[config.mk]
export PLATFORM = sky130hd
export DESIGN_NAME = lfu_evicting_key_cache_unit
export DESIGN_NICKNAME = d
export VERILOG_FILES = /design/src/rtl/core/lfuc_pkg.sv /design/src/rtl/core/lfuc_entry_mem.sv /design/src/rtl/core/lfuc_scan.sv /design/src/rtl/core/lfu_evicting_key_cache_unit.sv
export VERILOG_INCLUDE_DIRS = /design/src /design/src/rtl/core
export SDC_FILE = /design/constraint.sdc
export NUM_CORES = 2
export LEC_CHECK = 0
export ABC_AREA = 0
export BUFFER_PORTS_ARGS = -buffer_cell sky130_fd_sc_hd__buf_4
export CAP_MARGIN = 20
export CORE_MARGIN = 2
export CORE_UTILIZATION = 64
export CTS_BUF_LIST = sky130_fd_sc_hd__clkbuf_8
export CTS_CLUSTER_DIAMETER = 100
export DETAILED_ROUTE_END_ITERATION = 6
export HOLD_SLACK_MARGIN = 0.02
export PLACE_DENSITY = 0.81
export SLEW_MARGIN = 20
export SYNTH_ARGS = -nofsm -noshare
export SYNTH_HDL_FRONTEND = slang
export SYNTH_SLANG_ARGS = --single-unit
[constraint.sdc]
create_clock -name clk -period 12.5 [get_ports clk]
set_clock_uncertainty 0.05 [all_clocks]
set_input_delay 3.125 -clock clk [delete_from_list [all_inputs] [get_ports clk]]
set_output_delay 3.125 -clock clk [all_outputs]
set_load 0.01 [all_outputs]
[src/rtl/core/lfu_evicting_key_cache_unit_assert.svh]
// ----------------------------------------------------------------------------
// lfu evicting key cache assertion macros
// concurrent check wrappers, compiled out when ASSERT_OFF is defined
// ----------------------------------------------------------------------------
`ifndef LFU_EVICTING_KEY_CACHE_UNIT_ASSERT_SVH
`define LFU_EVICTING_KEY_CACHE_UNIT_ASSERT_SVH

`ifndef ASSERT_OFF

// condition holds at every edge out of reset
`define ASSERT_ALWAYS(label, clk, rst_n, cond) \
    label: assert property (@(posedge clk) disable iff (!rst_n) (cond)) \
        else $error("invariant violated");

// consequent holds in the same cycle as the antecedent
`define ASSERT_IMPLY(label, clk, rst_n, ante, cons) \
    label: assert property (@(posedge clk) disable iff (!rst_n) (ante) |-> (cons)) \
        else $error("implication violated");

// consequent holds in the cycle after the antecedent
`define ASSERT_NEXT(label, clk, rst_n, ante, cons) \
    label: assert property (@(posedge clk) disable iff (!rst_n) (ante) |=> (cons)) \
        else $error("next-cycle implication violated");

`else

`define ASSERT_ALWAYS(label, clk, rst_n, cond)
`define ASSERT_IMPLY(label, clk, rst_n, ante, cons)
`define ASSERT_NEXT(label, clk, rst_n, ante, cons)

`endif

`endif

[src/rtl/core/lfuc_pkg.sv]
// ----------------------------------------------------------------------------
// lfuc_pkg
// shared widths, operation codes and record types of the lfu key cache
// ----------------------------------------------------------------------------
package lfuc_pkg;

    localparam int CAPACITY = 16;
    localparam int POP_BITS = 16;
    localparam int KEY_W    = 32;
    localparam int PAY_W    = 64;
    localparam int FUNC_W   = 2;
    localparam int IDX_W    = $clog2(CAPACITY);
    localparam int CNT_W    = $clog2(CAPACITY + 1);
    localparam int RANK_W   = IDX_W;

    localparam logic [FUNC_W-1:0] FUNC_ADD  = 2'd0;
    localparam logic [FUNC_W-1:0] FUNC_DEL  = 2'd1;
    localparam logic [FUNC_W-1:0] FUNC_FIND = 2'd2;

    localparam logic [IDX_W-1:0]    LAST_IDX = IDX_W'(CAPACITY - 1);
    localparam logic [CNT_W-1:0]    CNT_FULL = CNT_W'(CAPACITY);
    localparam logic [POP_BITS-1:0] POP_MAX  = '1;

    typedef struct packed {
        logic [KEY_W-1:0]    key;
        logic [PAY_W-1:0]    payload;
        logic [POP_BITS-1:0] pop;
        logic [RANK_W-1:0]   rank;
    } entry_t;

    typedef struct packed {
        logic              clear;
        logic              take;
        logic [IDX_W-1:0]  idx;
        logic [KEY_W-1:0]  key;
    } scan_ctl_t;

    typedef struct packed {
        logic              found;
        logic [IDX_W-1:0]  idx;
        entry_t            entry;
    } scan_res_t;

endpackage

[src/rtl/core/lfuc_entry_mem.sv]
// ----------------------------------------------------------------------------
// lfuc_entry_mem
// entry record store: one write port, one read port with registered data
// ----------------------------------------------------------------------------
module lfuc_entry_mem
    import lfuc_pkg::*;
(
    input  logic             clk,
    input  logic             wr_en,
    input  logic [IDX_W-1:0] wr_addr,
    input  entry_t           wr_data,
    input  logic [IDX_W-1:0] rd_addr,
    output entry_t           rd_data
);

    entry_t mem [CAPACITY];
    entry_t rd_data_reg;

    always_ff @(posedge clk)
    begin
        if (wr_en)
        begin
            mem[wr_addr] <= wr_data;
        end
        rd_data_reg <= mem[rd_addr];
    end

    assign rd_data = rd_data_reg;

endmodule

[src/rtl/core/lfuc_scan.sv]
// ----------------------------------------------------------------------------
// lfuc_scan
// tracks the newest matching entry while the store is walked
// ----------------------------------------------------------------------------
module lfuc_scan
    import lfuc_pkg::*;
(
    input  logic      clk,
    input  logic      rst_n,
    input  scan_ctl_t ctl,
    input  entry_t    rd_data,
    output scan_res_t res
);

    logic             found_reg;
    logic             found_next;
    logic [IDX_W-1:0] idx_reg;
    entry_t           best_reg;
    logic             hit;

    // lower rank is newer
    assign hit = ctl.take && (rd_data.key == ctl.key)
                 && (!found_reg || (rd_data.rank < best_reg.rank));

    always_comb
    begin
        found_next = found_reg;
        if (ctl.clear)
        begin
            found_next = 1'b0;
        end
        else if (hit)
        begin
            found_next = 1'b1;
        end
    end

    always_ff @(posedge clk or negedge rst_n)
    begin
        if (!rst_n)
        begin
            found_reg <= 1'b0;
        end
        else
        begin
            found_reg <= found_next;
        end
    end

    always_ff @(posedge clk)
    begin
        if (hit)
        begin
            best_reg <= rd_data;
            idx_reg  <= ctl.idx;
        end
    end

    assign res.found = found_reg;
    assign res.idx   = idx_reg;
    assign res.entry = best_reg;

endmodule

[src/rtl/core/lfu_evicting_key_cache_unit.sv]
// ----------------------------------------------------------------------------
// lfu_evicting_key_cache_unit
// keyed cache with least-frequently-used eviction, walked in a record store
// ----------------------------------------------------------------------------
// usage:
//   s_axis carries one command per beat: tuser is the operation (add, delete,
//   find), tdata the key and the payload to store on add.
//   m_axis returns exactly one result beat per command: tuser holds status
//   and evicted flags, tdata the found payload and the evicted key.
// sequence:
//   find walks the store (one read per cycle), then writes the popularity
//   back on a hit; delete adds a second 16-entry walk to close the age
//   ranks; add walks once to age the entries, then writes.
//   add on a full cache and unknown codes answer without a walk.
//   the store's single read port sets the walk length; one command is in
//   flight at a time.
// reset:
//   all entries invalid and the fill count zero; no clearing pass is needed.
// stall:
//   a result waits in the output register while the next command is taken;
//   a second result waits in its final state until the receiver frees it.
// ----------------------------------------------------------------------------
`include "lfu_evicting_key_cache_unit_assert.svh"

module lfu_evicting_key_cache_unit
    import lfuc_pkg::*;
(
    input  logic                     clk,
    input  logic                     rst_n,
    input  logic                     s_axis_tvalid,
    output logic                     s_axis_tready,
    input  logic [KEY_W+PAY_W-1:0]   s_axis_tdata,  // key, payload_in
    input  logic [FUNC_W-1:0]        s_axis_tuser,  // func
    output logic                     m_axis_tvalid,
    input  logic                     m_axis_tready,
    output logic [PAY_W+KEY_W-1:0]   m_axis_tdata,  // payload_out, evicted_key
    output logic [1:0]               m_axis_tuser   // status, evicted
);

    typedef enum logic [4:0] {
        ST_IDLE  = 5'b00001,
        ST_SCAN  = 5'b00010,
        ST_SWEEP = 5'b00100,
        ST_WRITE = 5'b01000,
        ST_DONE  = 5'b10000
    } state_t;

    state_t                  state_reg, state_next;
    logic [FUNC_W-1:0]       func_reg, func_next;
    logic [KEY_W-1:0]        key_reg, key_next;
    logic [PAY_W-1:0]        pay_reg, pay_next;
    logic [CAPACITY-1:0]     valid_reg, valid_next;
    logic [CNT_W-1:0]        cnt_reg, cnt_next;
    logic [IDX_W-1:0]        free_idx_reg, free_idx_next;
    logic [IDX_W-1:0]        iss_idx_reg, iss_idx_next;
    logic                    iss_on_reg, iss_on_next;
    logic                    rd_vld_reg, rd_vld_next;
    logic [IDX_W-1:0]        rd_idx_reg, rd_idx_next;
    logic                    status_reg, status_next;
    logic                    evicted_reg, evicted_next;
    logic [PAY_W-1:0]        pout_reg, pout_next;
    logic                    m_valid_reg, m_valid_next;
    logic [PAY_W+KEY_W-1:0]  m_data_reg, m_data_next;
    logic [1:0]              m_user_reg, m_user_next;

    logic                    in_fire;
    logic                    free_any;
    logic [IDX_W-1:0]        free_idx;
    logic                    walking;
    logic                    rd_last;
    logic                    wr_en;
    logic [IDX_W-1:0]        wr_addr;
    entry_t                  wr_data;
    entry_t                  rd_data;
    scan_ctl_t               scan_ctl;
    scan_res_t               scan_res;

    assign s_axis_tready = (state_reg == ST_IDLE);
    assign in_fire       = s_axis_tvalid && s_axis_tready;
    assign walking       = (state_reg == ST_SCAN) || (state_reg == ST_SWEEP);
    assign rd_last       = rd_vld_reg && (rd_idx_reg == LAST_IDX);

    // lowest free slot
    always_comb
    begin
        free_any = 1'b0;
        free_idx = '0;
        for (int i = CAPACITY - 1; i >= 0; i--)
        begin
            if (!valid_reg[i])
            begin
                free_any = 1'b1;
                free_idx = IDX_W'(i);
            end
        end
    end

    lfuc_entry_mem u_mem (
        .clk     (clk),
        .wr_en   (wr_en),
        .wr_addr (wr_addr),
        .wr_data (wr_data),
        .rd_addr (iss_idx_reg),
        .rd_data (rd_data)
    );

    assign scan_ctl.clear = in_fire;
    assign scan_ctl.take  = (state_reg == ST_SCAN) && rd_vld_reg && valid_reg[rd_idx_reg];
    assign scan_ctl.idx   = rd_idx_reg;
    assign scan_ctl.key   = key_reg;

    lfuc_scan u_scan (
        .clk     (clk),
        .rst_n   (rst_n),
        .ctl     (scan_ctl),
        .rd_data (rd_data),
        .res     (scan_res)
    );

    // store write-back: rank ageing (add) or gap closing (delete) during a sweep, record write at the end
    always_comb
    begin
        wr_en   = 1'b0;
        wr_addr = rd_idx_reg;
        wr_data = rd_data;
        if ((state_reg == ST_SWEEP) && rd_vld_reg && valid_reg[rd_idx_reg])
        begin
            if (func_reg == FUNC_ADD)
            begin
                wr_en        = 1'b1;
                wr_data.rank = rd_data.rank + 1'b1;
            end
            else if (rd_data.rank > scan_res.entry.rank)
            begin
                wr_en        = 1'b1;
                wr_data.rank = rd_data.rank - 1'b1;
            end
        end
        else if (state_reg == ST_WRITE)
        begin
            if (func_reg == FUNC_ADD)
            begin
                wr_en           = 1'b1;
                wr_addr         = free_idx_reg;
                wr_data.key     = key_reg;
                wr_data.payload = pay_reg;
                wr_data.pop     = '0;
                wr_data.rank    = '0;
            end
            else if ((func_reg == FUNC_FIND) && scan_res.found)
            begin
                wr_en   = 1'b1;
                wr_addr = scan_res.idx;
                wr_data = scan_res.entry;
                if (scan_res.entry.pop != POP_MAX)
                begin
                    wr_data.pop = scan_res.entry.pop + 1'b1;
                end
            end
        end
    end

    always_comb
    begin
        state_next    = state_reg;
        func_next     = func_reg;
        key_next      = key_reg;
        pay_next      = pay_reg;
        valid_next    = valid_reg;
        cnt_next      = cnt_reg;
        free_idx_next = free_idx_reg;
        iss_idx_next  = iss_idx_reg;
        iss_on_next   = iss_on_reg;
        rd_vld_next   = walking && iss_on_reg;
        rd_idx_next   = iss_idx_reg;
        status_next   = status_reg;
        evicted_next  = evicted_reg;
        pout_next     = pout_reg;
        m_valid_next  = m_valid_reg && !m_axis_tready;
        m_data_next   = m_data_reg;
        m_user_next   = m_user_reg;

        // read issue while walking
        if (walking && iss_on_reg)
        begin
            if (iss_idx_reg == LAST_IDX)
            begin
                iss_on_next = 1'b0;
            end
            else
            begin
                iss_idx_next = iss_idx_reg + 1'b1;
            end
        end

        unique case (state_reg)
            ST_IDLE:
            begin
                if (in_fire)
                begin
                    func_next    = s_axis_tuser;
                    key_next     = s_axis_tdata[KEY_W-1:0];
                    pay_next     = s_axis_tdata[KEY_W+PAY_W-1:KEY_W];
                    status_next  = 1'b0;
                    evicted_next = 1'b0;
                    pout_next    = '0;
                    iss_idx_next = '0;
                    priority if (s_axis_tuser == FUNC_ADD)
                    begin
                        if ((cnt_reg >= CNT_FULL) || !free_any)
                        begin
                            // new entry is both least popular and newest
                            evicted_next = 1'b1;
                            state_next   = ST_DONE;
                        end
                        else
                        begin
                            free_idx_next = free_idx;
                            iss_on_next   = 1'b1;
                            state_next    = ST_SWEEP;
                        end
                    end
                    else if ((s_axis_tuser == FUNC_DEL) || (s_axis_tuser == FUNC_FIND))
                    begin
                        iss_on_next = 1'b1;
                        state_next  = ST_SCAN;
                    end
                    else
                    begin
                        state_next = ST_DONE;
                    end
                end
            end
            ST_SCAN:
            begin
                if (rd_last)
                begin
                    state_next = ST_WRITE;
                end
            end
            ST_SWEEP:
            begin
                if (rd_last)
                begin
                    state_next = (func_reg == FUNC_ADD) ? ST_WRITE : ST_DONE;
                end
            end
            ST_WRITE:
            begin
                priority if (func_reg == FUNC_ADD)
                begin
                    valid_next[free_idx_reg] = 1'b1;
                    cnt_next                 = cnt_reg + 1'b1;
                    state_next               = ST_DONE;
                end
                else if (!scan_res.found)
                begin
                    status_next = 1'b1;
                    state_next  = ST_DONE;
                end
                else if (func_reg == FUNC_FIND)
                begin
                    pout_next  = scan_res.entry.payload;
                    state_next = ST_DONE;
                end
                else
                begin
                    // delete: drop the entry, then close the gap in ranks
                    valid_next[scan_res.idx] = 1'b0;
                    if (cnt_reg != '0)
                    begin
                        cnt_next = cnt_reg - 1'b1;
                    end
                    iss_idx_next = '0;
                    iss_on_next  = 1'b1;
                    state_next   = ST_SWEEP;
                end
            end
            ST_DONE:
            begin
                if (!m_valid_reg || m_axis_tready)
                begin
                    m_valid_next = 1'b1;
                    m_data_next  = {(evicted_reg ? key_reg : {KEY_W{1'b0}}), pout_reg};
                    m_user_next  = {evicted_reg, status_reg};
                    state_next   = ST_IDLE;
                end
            end
            default:
            begin
                state_next = ST_IDLE;
            end
        endcase
    end

    always_ff @(posedge clk or negedge rst_n)
    begin
        if (!rst_n)
        begin
            state_reg   <= ST_IDLE;
            valid_reg   <= '0;
            cnt_reg     <= '0;
            iss_on_reg  <= 1'b0;
            rd_vld_reg  <= 1'b0;
            m_valid_reg <= 1'b0;
        end
        else
        begin
            state_reg   <= state_next;
            valid_reg   <= valid_next;
            cnt_reg     <= cnt_next;
            iss_on_reg  <= iss_on_next;
            rd_vld_reg  <= rd_vld_next;
            m_valid_reg <= m_valid_next;
        end
    end

    always_ff @(posedge clk)
    begin
        func_reg     <= func_next;
        key_reg      <= key_next;
        pay_reg      <= pay_next;
        free_idx_reg <= free_idx_next;
        iss_idx_reg  <= iss_idx_next;
        rd_idx_reg   <= rd_idx_next;
        status_reg   <= status_next;
        evicted_reg  <= evicted_next;
        pout_reg     <= pout_next;
        m_data_reg   <= m_data_next;
        m_user_reg   <= m_user_next;
    end

    assign m_axis_tvalid = m_valid_reg;
    assign m_axis_tdata  = m_data_reg;
    assign m_axis_tuser  = m_user_reg;

    `ASSERT_ALWAYS(a_cnt_tracks_valid, clk, rst_n, $countones(valid_reg) == cnt_reg)
    `ASSERT_ALWAYS(a_cnt_bounded, clk, rst_n, cnt_reg <= CNT_FULL)
    `ASSERT_IMPLY(a_scan_no_write, clk, rst_n, state_reg == ST_SCAN, !wr_en)
    `ASSERT_NEXT(a_busy_after_take, clk, rst_n, in_fire, !s_axis_tready)

endmodule

==> impl_metrics.py <==
metrics = {
    "floorplanning": {
        "fp.dieH_um": 354.0,
        "dieArea_mm2": 0.1253,
        "initial_utilization_pct": 64.40,
        "fp.dieW_um": 354.0,
        "coreArea_mm2": 0.1217,
        "ios": 202,
        "std_cell_rows": 128,
    },
    "critical_path": {
        "crit_path_start_kind": "flip-flop",
        "critPathTopFamily": "simple AND/OR/NAND/NOR gates",
        "crit_type": "flip-flop to output port",
        "max_stage_delay_ns": 0.47,
        "ff2ff_setup_slack_ns": 7.32,
        "r2r_end": "u_mem.mem[11][49]",
        "crit_chain": "nor4_1 > and2_1 > buf_4",
        "worstRegToRegCells": 10,
        "cp_slowest_cell": "dfrtp_1",
        "path_buf_inv": 1,
        "arrival_ns": 2.30,
        "cp-end-kind": "output port",
        "crit-reg2reg-launch": "state_reg[2]",
        "required_ns": 9.32,
        "cp_max_fo": 9,
    },
    "cts": {
        "cts.sinks": 2108,
        "post_cts_resized": 0,
        "clockBufferDepth": 4,
        "holdBufCountCts": 0,
        "post-cts-setup-buffers": 0,
        "cts_buffers": 332,
        "clkLatencyLatePin_ns": 1.02,
        "cts_tree": "done",
        "clockRootBuffer": "clkbuf_8",
        "clk_pin_slew_ns": 0.07,
        "htreeDepth": 5,
    },
    "synthesis": {
        "ys_warn_count": 0,
        "synth_edf_count": 1970,
        "synth_flop_cell": "edfxtp_1",
        "ys_types": 66,
        "syn_area_mm2": 0.07838,
        "ys_async_sr_fraction_pct": 1.423,
        "yosys_register_bits": 2108,
        "syn_nets": 3610,
        "ys_seq_area_share_pct": 79.19,
        "synth_cells": 3496,
        "avgSynthCellArea_um2": 22.42,
    },
    "final_layout": {
        "area_growth_pct": 13.62,
        "final_cell_count_no_fill": 5897,
        "fin_nets": 4130,
        "final_common_cell": "edfxtp_1",
        "largest_register_ffs": 1600,
        "multi_input_area_mm2": 0.01570,
        "fillers": 6213,
        "regArea_mm2": 0.06209,
        "final_cell_mix": "edfxtp_1 (1970), mux4_2 (501), clkbuf_8 (389)",
        "layout-drive-gt1-share_pct": 31.68,
    },
    "detailed_routing": {
        "vias": 39390,
        "wl_per_cell_um": 30.88,
        "wl_met3_mm": 20.26,
        "viasPerCell": 6.680,
        "routedLengthMet1_mm": 67.19,
        "finalWirelength_mm": 182.1,
        "route.met2.wl_mm": 89.48,
        "drc": 3,
        "first_pass_iters": 7,
        "routed.top_layer": "met4",
        "drtIter0Drc": 5411,
        "drtAntennaViolNets": 0,
    },
    "power": {
        "leakage_nw": 28.85,
        "powerDensity_mw_per_mm2": 188.8,
        "peakVddDrop_uv": 144.8,
        "total_power_mw": 16.81,
    },
    "place": {
        "port_buffers": 201,
        "dp.cells": 5306,
        "pre_cts_ws_ns": 7.080,
        "gp_congestion": 0.8645,
        "dp_hpwl_mm": 97.70,
    },
    "hold_path": {
        "min_path_cells": 0,
        "min_from": "pout_reg[46]",
        "hold_path_class": "flip-flop to flip-flop",
        "holdPathEnd": "m_axis_tdata[46]",
    },
    "timing": {
        "finalSetupTns_ns": 0,
        "slew-limit-headroom_pct": 22.98,
        "slew_violations": 0,
        "setup_violations": 0,
        "layout_setup_ws_ns": 7.021,
        "grt_setup_unrepaired": "no",
        "max_freq_ghz": 0.1825,
        "finalHoldViolations": 0,
        "period_share_pct": 43.83,
        "worst-slew-pin-transition_ns": 1.155,
        "post-route-min-period_ns": 5.479,
    },
    "status": {
        "status": "finished with violations",
        "violations": "DRC",
    },
    "grt": {
        "grt.overflow.total": 0,
        "grt_first_pass_wirelength_mm": 265.2,
        "grt.total_usage_pct": 29.35,
        "grt_antenna_before_repair": 7,
        "first_global_vias": 40480,
        "grt_max_degree": 138,
    },
    "run": {
        "cap_violations": 0,
    },
}
## kinds of logic after synthesis
group | after synthesis | synth area share, %
AND/OR/NAND/NOR | 343 | 2.268
adder cells (fa/ha/maj) | 12 | 0.2011
buffers and inverters | 194 | 1.010
multiplexers | 510 | 14.53
AO/OA/AOI/OAI | 291 | 2.374
XOR/XNOR | 38 | 0.4246
flip-flops | 2108 | 79.19
## report_power, final
part	switching (mW)	internal, mW	leakage (nW)	total, mW
Clock	2.59	2.97	3.66	5.55
Combinational	1.43	0.933	6.07	2.37
Sequential	0.285	8.61	19.1	8.89
## cells in the mapped netlist (all sizes together), types with 4 or more instances
library cell | instances | share of area, %
edfxtp | 1970 | 75
nand4 | 6 | 0.048
o211ai | 4 | 0.038
ha | 11 | 0.18
nand3b | 5 | 0.053
nor3 | 23 | 0.15
o21ai | 126 | 0.80
o31ai | 4 | 0.038
dfxtp | 108 | 2.8
o22ai | 10 | 0.088
o21a | 4 | 0.038
a22oi | 98 | 0.94
and2 | 100 | 0.80
nand2b | 8 | 0.064
dfrtp | 29 | 0.93
nand2 | 130 | 0.62
buf | 55 | 0.34
a31oi | 4 | 0.032
or3 | 5 | 0.065
xor2 | 35 | 0.39
inv | 20 | 0.096
a21oi | 14 | 0.099
nor2b | 6 | 0.048
mux2i | 6 | 0.077
mux4 | 502 | 14
nor4 | 12 | 0.096
nor2 | 25 | 0.12
and4 | 5 | 0.056
nand3 | 11 | 0.070
clkbuf | 119 | 0.57
## layout make-up
class                           count  share of cell area [%]
Timing Repair Buffer              360                   3.141
Clock buffer                      389                   6.012
Tap cell                         1625                   2.283
Clock inverter                    194                   1.110
Inverter                           20                 0.08992
Sequential cell                  2108                   69.71
Antenna cell                        7                 0.01967
Multi-Input combinational cell   1194                   17.63
## stage by stage
stage	area, um2	utilization (%)	hold slack, ns
2_1_floorplan	78380	-	0.2790
3_3_place_gp	82620	67.88	0.3538
3_5_place_dp	82630	67.89	0.3545
4_1_cts	88970	73.10	0.3313
5_1_grt	89040	73.15	0.3518
6_report	89060	73.17	0.3281
## metal layers
metal  global-route usage, %  vias up
li1                        -    15720
met1                   41.52    20460
met2                   46.43     2800
met3                   6.845      410
met4                   9.576        0
met5                       0        -
## worst max path at each step
stage                  start               to  slack, ns  cells after the start
2_1_floorplan    func_reg[1]  u_mem.mem[0][0]       3.26                      8
3_3_place_gp   m_axis_tready  m_axis_tdata[1]       7.14                      5
3_5_place_dp   m_axis_tready  m_axis_tdata[6]       7.08                      5
4_1_cts         state_reg[2]    s_axis_tready       6.95                      3
5_1_grt         state_reg[2]    s_axis_tready       6.81                      3
6_report        state_reg[2]    s_axis_tready       7.02                      3
Power figures use the tool's default switching activity.
